### src/design/wtge_pkg.sv
// ----------------------------------------------------------------------------
// wtge_pkg: shared types and constants for the wind triangle gust estimator
// Datapath widths, CORDIC gain and angle constants, arctangent table and the
// control struct that drives the shared CORDIC step unit.
// ----------------------------------------------------------------------------
package wtge_pkg;

	localparam int CW      = 40;   // CORDIC vector part width, 16 fraction bits
	localparam int MUL_A_W = 40;
	localparam int MUL_B_W = 24;
	localparam int MUL_P_W = MUL_A_W + MUL_B_W;
	localparam int DW      = 48;   // gust divider operand width
	localparam int ITER_W  = 4;

	localparam logic [15:0] GAIN_Q16     = 16'd39797;
	localparam logic [31:0] HALF_TURN    = 32'h8000_0000;
	localparam logic [31:0] QUARTER_TURN = 32'h4000_0000;

	typedef struct packed {
		logic              load;
		logic              step;
		logic              vec_mode;
		logic [ITER_W-1:0] iter;
	} cordic_ctl_t;

	function automatic logic [31:0] atan_angle(input logic [ITER_W-1:0] i);
		logic [31:0] a;
		case (i)
			4'd0:    a = 32'd536870912;
			4'd1:    a = 32'd316933406;
			4'd2:    a = 32'd167458907;
			4'd3:    a = 32'd85004756;
			4'd4:    a = 32'd42667331;
			4'd5:    a = 32'd21354465;
			4'd6:    a = 32'd10679838;
			4'd7:    a = 32'd5340245;
			4'd8:    a = 32'd2670163;
			4'd9:    a = 32'd1335087;
			4'd10:   a = 32'd667544;
			4'd11:   a = 32'd333772;
			4'd12:   a = 32'd166886;
			4'd13:   a = 32'd83443;
			4'd14:   a = 32'd41722;
			4'd15:   a = 32'd20861;
			default: a = 32'd0;
		endcase
		return a;
	endfunction

endpackage

### src/design/wtge_mul.sv
// ----------------------------------------------------------------------------
// wtge_mul: shared registered multiplier
// Unsigned product of the two operands, registered every cycle.
// ----------------------------------------------------------------------------
module wtge_mul (
	input  logic                           clk,
	input  logic [wtge_pkg::MUL_A_W-1:0]   a,
	input  logic [wtge_pkg::MUL_B_W-1:0]   b,
	output logic [wtge_pkg::MUL_P_W-1:0]   p
);

	logic [wtge_pkg::MUL_P_W-1:0] p_q;

	always_ff @(posedge clk) begin
		p_q <= wtge_pkg::MUL_P_W'(a) * wtge_pkg::MUL_P_W'(b);
	end

	assign p = p_q;

endmodule

### config.mk
export PLATFORM = sky130hd
export DESIGN_NAME = wtge_mul
export DESIGN_NICKNAME = d
export VERILOG_FILES = /design/src/design/wtge_pkg.sv /design/src/design/wtge_mul.sv
export SDC_FILE = /design/constraint.sdc
export NUM_CORES = 2
export LEC_CHECK = 0
export BUFFER_PORTS_ARGS = -buffer_cell sky130_fd_sc_hd__clkbuf_2
export CAP_MARGIN = 20
export CORE_MARGIN = 8
export CORE_UTILIZATION = 45
export CTS_BUF_LIST = sky130_fd_sc_hd__clkbuf_2
export DETAILED_ROUTE_END_ITERATION = 16
export SLEW_MARGIN = 20
export SYNTH_ARGS = -nofsm -noshare
export SYNTH_HDL_FRONTEND = slang
export SYNTH_SLANG_ARGS = --single-unit
export TNS_END_PERCENT = 30
### constraint.sdc
create_clock -name clk -period 10.4 [get_ports clk]
set_input_delay 1.04 -clock clk [delete_from_list [all_inputs] [get_ports clk]]
set_output_delay 1.04 -clock clk [all_outputs]
set_load 0.03 [all_outputs]
==> PnR_summary.wiki <==
{| class="wikitable"
! Metric !! Value
|-
| Die Footprint || 0.07969 mm2
|-
| Start-to-end type of the worst setup path || in2reg
|-
| Global placer's final weighted congestion || 0.8848
|-
| Met1 routing resource usage after global routing || 26.12%
|-
| Gates resized, CTS repair || 0
|-
| Biggest area consumer among synthesized cells || sky130_fd_sc_hd__fa_1
|-
| Router iterations before antenna repair || 5
|-
| DR DRC count || 0
|-
| Residual antenna-violating net count after detailed routing || 0
|-
| Placeable Area || 0.07015 mm2
|-
| Area share of the largest cell type after synthesis || 52.32%
|-
| Max H-tree Level || 3
|-
| Max reg flops || 64
|-
| Count of boundary I/O pins || 129
|-
| Startpoint of the tightest hold check path || a[0]
|-
| Met3 demand-to-capacity share in global routing || 2.161%
|-
| Arrival time at the worst endpoint || 8.19 ns
|-
| Routed wire length || 88.48 mm
|-
| Number of max-slew violations in the final report || 0
|-
| Count of cell types in the netlist || 73
|-
| Synthesis Warnings || 0
|-
| Maximum count of clock buffers along a single path || 2
|-
| TritonCTS clock tree || done
|-
| Final period utilization || 74.39%
|-
| Final hold violation count || 0
|-
| Vertical die dimension || 282.3 um
|-
| Width of the chip || 282.3 um
|-
| Post-CTS setup buffers || 0
|-
| Sequential area share after synthesis || 4.015%
|-
| Number of buffers created by CTS || 9
|-
| Unrepaired setup endpoints after global routing || no
|-
| Most instantiated cells after synthesis || 877 x sky130_fd_sc_hd__inv_1, 834 x sky130_fd_sc_hd__fa_1, 644 x sky130_fd_sc_hd__nand2_1
|-
| Post-synthesis async set-or-reset flop share || 0%
|-
| Max FO, Critical Path || 40
|-
| Timing-limited maximum frequency || 129.3 MHz
|-
| Number of max-cap violations || 0
|-
| Clk pin slew, worst setup/hold paths || 0.20 ns
|-
| Number of buffer cells added on primary ports || 128
|-
| Vias in the first global route || 25.66k
|-
| TNS Setup || 0 ns
|-
| Minimum period implied by the final worst setup slack || 7.737 ns
|-
| Number of inserted filler cells in the final layout || 7,015
|-
| Site row count || 97
|-
| Area added between synthesis and finish || 3.705%
|-
| FF+latch count, synth || 64
|-
| Main synth FF type || sky130_fd_sc_hd__dfxtp_1
|-
| Origin of the worst setup path || b[4]
|-
| Global-route wire length before repair || 141.9 mm
|-
| Total global routing track utilization || 22.99%
|-
| Most crowded layer after global routing || met2
|-
| WP data required || 10.86 ns
|-
| Number of vias after detailed routing || 23.45k
|-
| Setup crit end kind || flip-flop
|-
| Initial detailed-routing violation count || 1,260
|-
| Category of the worst setup path launch point || primary input
|-
| Post-route worst hold slack || 1.238 ns
|-
| Instance count of the mapped netlist || 3,592
|-
| Clock tree sinks || 64
|-
| Total of hold buffers inserted after clock tree synthesis || 0
|-
| Total nets after synthesis || 4,681
|-
| GR met2 Demand/Resource || 43.21%
|-
| Grt total ovfl || 0
|-
| Most common cell in the synthesized netlist || sky130_fd_sc_hd__inv_1
|-
| Most area-consuming cells after synthesis || sky130_fd_sc_hd__fa_1 52%, sky130_fd_sc_hd__inv_1 10%, sky130_fd_sc_hd__nand2_1 7.6%
|-
| Number of endpoints failing setup at the final stage || 0
|-
| CTS Root Cell || sky130_fd_sc_hd__clkbuf_2
|-
| Initial antenna violation count || 3
|-
| Routed length per placed instance || 19.72 um
|-
| Final net count || 4,628
|-
| Via-to-Cell Ratio || 5.226
|-
| Initial core utilization || 45.49%
|-
| Largest net degree at the start of global routing || 41
|-
| Share of final-layout standard cells stronger than drive strength 1 || 4.800%
|-
| Number of flops mapped to enable cells by yosys || 0
|-
| Actual slew at the worst max-slew pin || 1.146 ns
|-
| Worst hold path class || in2reg
|-
| Worst slew slack as a fraction of its limit || 23.57%
|-
| Cell Area, Synth || 0.03191 mm2
|-
| Total half-perimeter wirelength after legalization and detailed placement || 72.45 mm
|-
| Status || finished clean
|-
| Mean instance size in the synthesized netlist || 8.883 um2
|}
[cells in the final DEF (no fill, tap or decap), types with 7 or more instances in the layout]
cell,synthesis,final
sky130_fd_sc_hd__a211oi_1,11,11
sky130_fd_sc_hd__a21o_1,34,34
sky130_fd_sc_hd__a21oi_1,73,73
sky130_fd_sc_hd__a31oi_1,9,9
sky130_fd_sc_hd__and2_1,372,372
sky130_fd_sc_hd__and3_1,8,8
sky130_fd_sc_hd__buf_4,4,7
sky130_fd_sc_hd__clkbuf_2,0,137
sky130_fd_sc_hd__dfxtp_1,64,64
sky130_fd_sc_hd__fa_1,834,834
sky130_fd_sc_hd__ha_1,190,190
sky130_fd_sc_hd__inv_1,877,877
sky130_fd_sc_hd__nand2_1,644,644
sky130_fd_sc_hd__nand3_1,21,21
sky130_fd_sc_hd__nand4_1,16,16
sky130_fd_sc_hd__nor2_1,41,41
sky130_fd_sc_hd__nor3_1,11,11
sky130_fd_sc_hd__o211ai_1,8,8
sky130_fd_sc_hd__o21ai_0,33,33
sky130_fd_sc_hd__o21ai_1,10,10
sky130_fd_sc_hd__o21bai_1,8,8
sky130_fd_sc_hd__xnor2_1,34,34
sky130_fd_sc_hd__xor2_1,21,21
[final timing paths]
kind	to	slack (ns)	depth (start not counted)
max	p[56]$_DFF_P_	2.66	25
min	p[0]$_DFF_P_	1.24	2
[layer usage]
| layer | routed length (um) | part of all wire [%] |
|---|---|---|
| met1 | 31590 | 36 |
| met2 | 48480 | 55 |
| met3 | 3785 | 4.3 |
| met4 | 4628 | 5.2 |
| met5 | 0 | 0 |
[worst max-delay path, stage by stage]
cell and delay [ns]:
sky130_fd_sc_hd__clkbuf_2 0.72, sky130_fd_sc_hd__nand2_1 0.17, sky130_fd_sc_hd__fa_1 0.55, sky130_fd_sc_hd__inv_1 0.05
sky130_fd_sc_hd__fa_1 0.47, sky130_fd_sc_hd__inv_1 0.06, sky130_fd_sc_hd__fa_1 0.52, sky130_fd_sc_hd__inv_1 0.05
sky130_fd_sc_hd__fa_1 0.50, sky130_fd_sc_hd__inv_1 0.06, sky130_fd_sc_hd__fa_1 0.53, sky130_fd_sc_hd__inv_1 0.05
sky130_fd_sc_hd__fa_1 0.47, sky130_fd_sc_hd__inv_1 0.05, sky130_fd_sc_hd__fa_1 0.51, sky130_fd_sc_hd__inv_1 0.05
sky130_fd_sc_hd__ha_1 0.39, sky130_fd_sc_hd__nand2_1 0.11, sky130_fd_sc_hd__nor2_1 0.16, sky130_fd_sc_hd__nand4b_1 0.20
sky130_fd_sc_hd__a211oi_1 0.53, sky130_fd_sc_hd__o21ai_0 0.28, sky130_fd_sc_hd__a21oi_1 0.27, sky130_fd_sc_hd__a31oi_1 0.11
sky130_fd_sc_hd__a211oi_1 0.23
[through the flow]
step	utilization [%]	instance area (um2)	cells	setup slack, ns
finish	47.17	33090	4487	2.663
global route	47.17	33090	4486	2.286
CTS	47.16	33080	4482	2.786
detailed placement	46.99	32960	4468	2.206
global placement	46.99	32960	4468	2.238
floorplan	-	31910	3592	3.325
[cells by family after synthesis]
family | Yosys count | share of synthesized area [%]
buffers and inverters | 1076 | 12.88
multiplexers | 3 | 0.09803
AND/OR/NAND/NOR | 1144 | 17.11
XOR/XNOR | 55 | 1.510
flip-flops | 64 | 4.015
adder cells (fa/ha/maj) | 1024 | 59.77
AO/OA/AOI/OAI | 226 | 4.615
[layout make-up]
cell class	instances	area, um2	share of cell area, %
diodes	5	12.51	0.03781
flip-flops and latches	64	1281	3.872
clock inverters	5	73.82	0.2231
multi-input cells	2452	26520	80.13
clock buffers	9	45.04	0.1361
inverters	877	3292	9.948
well taps	940	1176	3.554
repair buffers	135	693.2	2.095
Power is left out: the tool's default activity adds up to more than one toggle a clock period on the data nets, which glitch-free logic cannot reach.
