[config.mk]
export PLATFORM = sky130hd
export DESIGN_NAME = wtge_divsqrt
export DESIGN_NICKNAME = d
export VERILOG_FILES = /design/src/design/wtge_pkg.sv /design/src/design/wtge_divsqrt.sv
export SDC_FILE = /design/constraint.sdc
export NUM_CORES = 1
export LEC_CHECK = 0
export BUFFER_PORTS_ARGS = -buffer_cell sky130_fd_sc_hd__clkbuf_2
export CAP_MARGIN = 30
export CORE_ASPECT_RATIO = 1.5
export CORE_MARGIN = 2
export CORE_UTILIZATION = 26
export DETAILED_ROUTE_END_ITERATION = 16
export GPL_TIMING_DRIVEN = 0
export PLACE_DENSITY = 0.38
export SYNTH_ARGS = -nofsm -noshare
export SYNTH_HDL_FRONTEND = slang
export SYNTH_SLANG_ARGS = --single-unit
[constraint.sdc]
create_clock -name clk -period 8 [get_ports clk]
set_input_delay 0.8 -clock clk [delete_from_list [all_inputs] [get_ports clk]]
set_output_delay 0.8 -clock clk [all_outputs]
set_load 0.01 [all_outputs]
[src/design/wtge_pkg.sv]
// ----------------------------------------------------------------------------
// wtge_pkg: shared types and constants for the wind triangle gust estimator
// Datapath widths, CORDIC gain and angle constants, arctangent table and the
// control struct that drives the shared CORDIC step unit.
// ----------------------------------------------------------------------------
package wtge_pkg;

	localparam int CW      = 40;   // CORDIC vector part width, 16 fraction bits
	localparam int MUL_A_W = 40;
	localparam int MUL_B_W = 24;
	localparam int MUL_P_W = MUL_A_W + MUL_B_W;
	localparam int DW      = 48;   // gust divider operand width
	localparam int ITER_W  = 4;

	localparam logic [15:0] GAIN_Q16     = 16'd39797;
	localparam logic [31:0] HALF_TURN    = 32'h8000_0000;
	localparam logic [31:0] QUARTER_TURN = 32'h4000_0000;

	typedef struct packed {
		logic              load;
		logic              step;
		logic              vec_mode;
		logic [ITER_W-1:0] iter;
	} cordic_ctl_t;

	function automatic logic [31:0] atan_angle(input logic [ITER_W-1:0] i);
		logic [31:0] a;
		case (i)
			4'd0:    a = 32'd536870912;
			4'd1:    a = 32'd316933406;
			4'd2:    a = 32'd167458907;
			4'd3:    a = 32'd85004756;
			4'd4:    a = 32'd42667331;
			4'd5:    a = 32'd21354465;
			4'd6:    a = 32'd10679838;
			4'd7:    a = 32'd5340245;
			4'd8:    a = 32'd2670163;
			4'd9:    a = 32'd1335087;
			4'd10:   a = 32'd667544;
			4'd11:   a = 32'd333772;
			4'd12:   a = 32'd166886;
			4'd13:   a = 32'd83443;
			4'd14:   a = 32'd41722;
			4'd15:   a = 32'd20861;
			default: a = 32'd0;
		endcase
		return a;
	endfunction

endpackage

[src/design/wtge_divsqrt.sv]
// ----------------------------------------------------------------------------
// wtge_divsqrt: gust ratio unit
// Restoring division giving 32 fraction bits of num/den, one bit a cycle,
// followed by a 16-step integer square root of the quotient.
// ----------------------------------------------------------------------------
module wtge_divsqrt (
	input  logic                       clk,
	input  logic                       arst_n,
	input  logic                       start,
	input  logic [wtge_pkg::DW-1:0]    num,
	input  logic [wtge_pkg::DW-1:0]    den,
	output logic                       done,
	output logic [15:0]                root
);

	typedef enum logic [1:0] {DS_IDLE, DS_DIV, DS_SQRT} ds_state_t;

	ds_state_t                  state_q;
	logic [4:0]                 cnt_q;
	logic [wtge_pkg::DW-1:0]    r_q, den_q;
	logic [31:0]                q_q;
	logic [33:0]                v_q, res_q, bit_q;
	logic                       done_q;
	logic [wtge_pkg::DW-1:0]    r2;
	logic [33:0]                t;

	always_comb begin
		r2 = {r_q[wtge_pkg::DW-2:0], 1'b0};
		t  = res_q + bit_q;
	end

	always_ff @(posedge clk or negedge arst_n) begin
		if (!arst_n) begin
			state_q <= DS_IDLE;
			cnt_q   <= '0;
			r_q     <= '0;
			den_q   <= '0;
			q_q     <= '0;
			v_q     <= '0;
			res_q   <= '0;
			bit_q   <= '0;
			done_q  <= 1'b0;
		end else begin
			done_q <= 1'b0;
			case (state_q)
				DS_IDLE: begin
					if (start) begin
						r_q     <= num;
						den_q   <= den;
						q_q     <= '0;
						cnt_q   <= '0;
						state_q <= DS_DIV;
					end
				end
				DS_DIV: begin
					if (r2 >= den_q) begin
						r_q <= r2 - den_q;
						q_q <= {q_q[30:0], 1'b1};
					end else begin
						r_q <= r2;
						q_q <= {q_q[30:0], 1'b0};
					end
					cnt_q <= cnt_q + 5'd1;
					if (cnt_q == 5'd31) begin
						state_q <= DS_SQRT;
						res_q   <= '0;
						bit_q   <= 34'd1 << 30;
						cnt_q   <= '0;
					end
				end
				DS_SQRT: begin
					if (cnt_q == 5'd0)
						v_q <= {2'b00, q_q};
					if (cnt_q != 5'd0) begin
						if (v_q >= t) begin
							v_q   <= v_q - t;
							res_q <= (res_q >> 1) + bit_q;
						end else begin
							res_q <= res_q >> 1;
						end
						bit_q <= bit_q >> 2;
					end
					cnt_q <= cnt_q + 5'd1;
					if (cnt_q == 5'd16) begin
						state_q <= DS_IDLE;
						done_q  <= 1'b1;
					end
				end
				default: state_q <= DS_IDLE;
			endcase
		end
	end

	assign done = done_q;
	assign root = res_q[15:0];

endmodule

==> flow_metrics.tcl <==
set metrics [dict create \
    die_height_um 308.8 \
    worst_slew_pin_slew_ns 0.9664 \
    cts_sinks 219 \
    synth_common_cells "nand2_1 (263), dfrtp_1 (219), a21oi_1 (151), nor2_1 (150), ha_1 (122)" \
    cts.clk_slew.worst_paths_ns 0.06 \
    p_int_uw 3755 \
    drt-vias-per-instance 5.049 \
    yosys.cell_types.count 72 \
    max_stage_delay_ns 0.44 \
    cts-root-buf "clkbuf_16" \
    die_area_um2 64000 \
    gp_congestion 0.8805 \
    htreeDepth 1 \
    yosys.area.top_type_share 0.3402 \
    tritoncts "built" \
    track_usage 0.1772 \
    ys_ff_latch 219 \
    drv_slew 0 \
    ios 116 \
    setup_tns_ns 0 \
    stdcell_count 2907 \
    fin_skew_ns 0.01124 \
    ir_worst_vdd_mv 0.2132 \
    drtIter0Drc 631 \
    place.port_buffers 114 \
    antenna_found_initial 1 \
    arrival_ns 6.98 \
    timing.rr.end "v_q[29]$_DFFE_PN0P_" \
    status "finished, final reports clean" \
    timing.rr.start "res_q[2]$_DFFE_PN0P_" \
    drcViolationCount 0 \
    fin_crit_ns 6.481 \
    synth_area_leaders "dfrtp_1 (34%), ha_1 (9.5%), nand2_1 (6.1%)" \
    area_growth_pct 16.62 \
    dp.cells 2856 \
    num_antenna_cells 0 \
    start_util 0.2630 \
    synth_edf_count 0 \
    crit_type "flip-flop to flip-flop" \
    cts_hold_buf 0 \
    finalWirelength_mm 57.27 \
    synthFlopType "dfrtp_1" \
    numCtsBuffers 28 \
    std_cell_rows 111 \
    crit_fanout 10 \
    drtAntennaViolNets 0 \
    drtPass1Iterations 5 \
    p_total_uw 7196 \
    r2r_cells 24 \
    fin_crit_sh 0.8102 \
    cts_setup_buffers 0 \
    synth-async-reset-ratio 1.000 \
    power_density_nw_per_um2 383.0 \
    fillCellCount 6577 \
    insertion_delay_ns 0.58 \
    cts-resized-gates 0 \
    start_kind "flip-flop" \
    drive_gt1_frac 0.1210 \
    hold_ws_ns 0.2008 \
    yosysTopAreaCell "dfrtp_1" \
    max-slew-margin-rel 0.3557 \
    syn-cell-area_um2 16110 \
    rsz0062_at_grt "no" \
    endpoint_kind "flip-flop" \
    required_ns 8.50 \
    min_path_type "input port to asynchronous set/reset pin" \
    syn_nets 2168 \
    p_leak_uw 0.008754 \
    netSwitchingPower_uw 3440 \
    wl_per_cell_um 19.70 \
    post-synth-top-count-cell "nand2_1" \
    path_cells "ha_1 -> a31oi_1 -> o21bai_1 -> a31oi_1 -> o21ai_1 -> a21oi_2 -> o21ai_1 -> a31o_2 -> a21o_1 -> a31oi_1 -> xor2_1 -> ha_1 -> clkbuf_1 -> nand4_1 -> nor4_1 -> and3_1 -> a211oi_1 -> nand2b_1 -> o31ai_1 -> buf_2 -> buf_2 -> buf_2 -> nor2_1 -> a21oi_1" \
    syn_area_per_cell_um2 8.282 \
    grt_pass1_wl_mm 89.02 \
    maxCapViolations 0 \
    ys_seq_area_frac 0.3402 \
    die_w_um 207.2 \
    core_um2 61250 \
    grt_pass1_vias 15490 \
    overflow 0 \
    via_count 14680 \
    grt_max_degree 99 \
    power_frac_seq 0.219 \
    switching_share 0.4781 \
    hold_viol 0 \
    yosysWarnings 0 \
    crit_path_top_delay_cell "dfrtp_1" \
    clkPwrFrac 0.198 \
    clockBufferDepth 3 \
    fin_nets 2318 \
    fmax_ghz 0.1543 \
    r2r_slack_ns 1.52 \
    setup_viol_count_final 0 \
    power_frac_comb 0.584 \
    dp_hpwl_mm 44.72 \
    synthCells 1945 \
]
## cells in the final DEF, fill, tap and decap left out, drive strengths merged, types with 4 or more instances in the layout
| cell | Yosys | final |
|---|---|---|
| nand2 | 263 | 263 |
| clkbuf | 72 | 227 |
| dfrtp | 219 | 219 |
| o21ai | 185 | 185 |
| a21oi | 152 | 152 |
| nor2 | 150 | 150 |
| ha | 122 | 122 |
| inv | 79 | 79 |
| xnor2 | 68 | 68 |
| xor2 | 63 | 63 |
| nand3 | 55 | 55 |
| a21o | 48 | 48 |
| mux2 | 48 | 48 |
| a211oi | 46 | 46 |
| buf | 33 | 39 |
| o22ai | 37 | 37 |
| a31oi | 32 | 32 |
| and3 | 31 | 31 |
| o21bai | 28 | 28 |
| nor3 | 24 | 24 |
| nand4 | 22 | 22 |
| nor2b | 21 | 21 |
| nand2b | 15 | 15 |
| and2 | 13 | 13 |
| o31ai | 11 | 11 |
| o21a | 8 | 8 |
| o31a | 7 | 7 |
| a211o | 7 | 7 |
| or3 | 6 | 6 |
| o211ai | 6 | 6 |
| mux2i | 6 | 6 |
| or2 | 6 | 6 |
| bufinv | 0 | 5 |
| clkinv | 1 | 5 |
| a221o | 4 | 4 |
| nand3b | 4 | 4 |
| a22o | 4 | 4 |
## cell families after synthesis
kind of cell	count (synthesis)	share of synthesized area
flip-flops	219	0.3402
adder cells (fa/ha/maj)	124	0.09725
multiplexers	54	0.03728
AO/OA/AOI/OAI	609	0.2329
AND/OR/NAND/NOR	623	0.1733
XOR/XNOR	131	0.07123
buffers and inverters	185	0.04785
## critical path, delay by kind of cell, from the launching register on
family / cells / cell delay, ns
compound gates: 12 / 3.10
xor+xnor: 1 / 0.25
fa+ha+maj: 2 / 0.63
buf+inv: 4 / 1.09
flops: 1 / 0.44
simple gates: 5 / 0.88
## how the worst max path moves through the flow
stage	start	endpoint	slack [ns]	cells past startpoint
after detailed placement	res_q[2]$_DFFE_PN0P_	v_q[29]$_DFFE_PN0P_	1.43	24
after floorplan	res_q[2]$_DFFE_PN0P_	v_q[29]$_DFFE_PN0P_	3.02	25
after global routing	res_q[2]$_DFFE_PN0P_	v_q[28]$_DFFE_PN0P_	0.91	24
final	res_q[2]$_DFFE_PN0P_	v_q[29]$_DFFE_PN0P_	1.52	24
after CTS	res_q[2]$_DFFE_PN0P_	v_q[29]$_DFFE_PN0P_	1.39	24
after global placement	arst_n	den_q[40]$_DFFE_PN0P_	0.93	1
## cell type report
| class | count | area, um2 | share of cell area |
|---|---|---|---|
| Tap cell | 791 | 989.7 | 0.05268 |
| Multi-Input combinational cell | 1541 | 9857 | 0.5247 |
| Sequential cell | 219 | 5480 | 0.2917 |
| Timing Repair Buffer | 120 | 669.4 | 0.03563 |
| Inverter | 80 | 300.3 | 0.01599 |
| Buffer | 105 | 470.5 | 0.02504 |
| Clock buffer | 41 | 840.8 | 0.04476 |
| Clock inverter | 10 | 177.7 | 0.009458 |
## power groups by stage
stage	Sequential (uW)	Clock, uW	Combinational (uW)
after CTS	1570	1480	4210
after detailed placement	1590	0	4190
after floorplan	1520	0	2910
after global routing	1610	1530	4610
after global placement	1590	0	4180
final	1570	1420	4200
## metrics by stage
step | utilization | instance area [um2] | worst slack, ns
after detailed placement | 0.2901 | 17770 | 1.427
after global placement | 0.2885 | 17670 | 0.9268
after CTS | 0.3067 | 18790 | 1.387
final | 0.3067 | 18790 | 1.519
after floorplan | - | 16110 | 3.020
after global routing | 0.3067 | 18790 | 0.9096
## registers in the layout, indices dropped and copies added, names as in the netlist
| signal | cells |
|---|---|
| v_q | 34 |
| bit_q | 16 |
| q_q | 32 |
| den_q | 48 |
| cnt_q | 5 |
| r_q | 47 |
| done | 1 |
| res_q | 34 |
| state_q | 2 |
## layer usage
metal / wire (um) / track usage / vias to the layer above
met4: 2180 / 0.06860 / 0
met5: 0 / 0 / -
li1: - / - / 7245
met3: 1624 / 0.01858 / 95
met2: 30920 / 0.3481 / 280
met1: 22540 / 0.1928 / 7057
(Power assumes the default switching activity.)
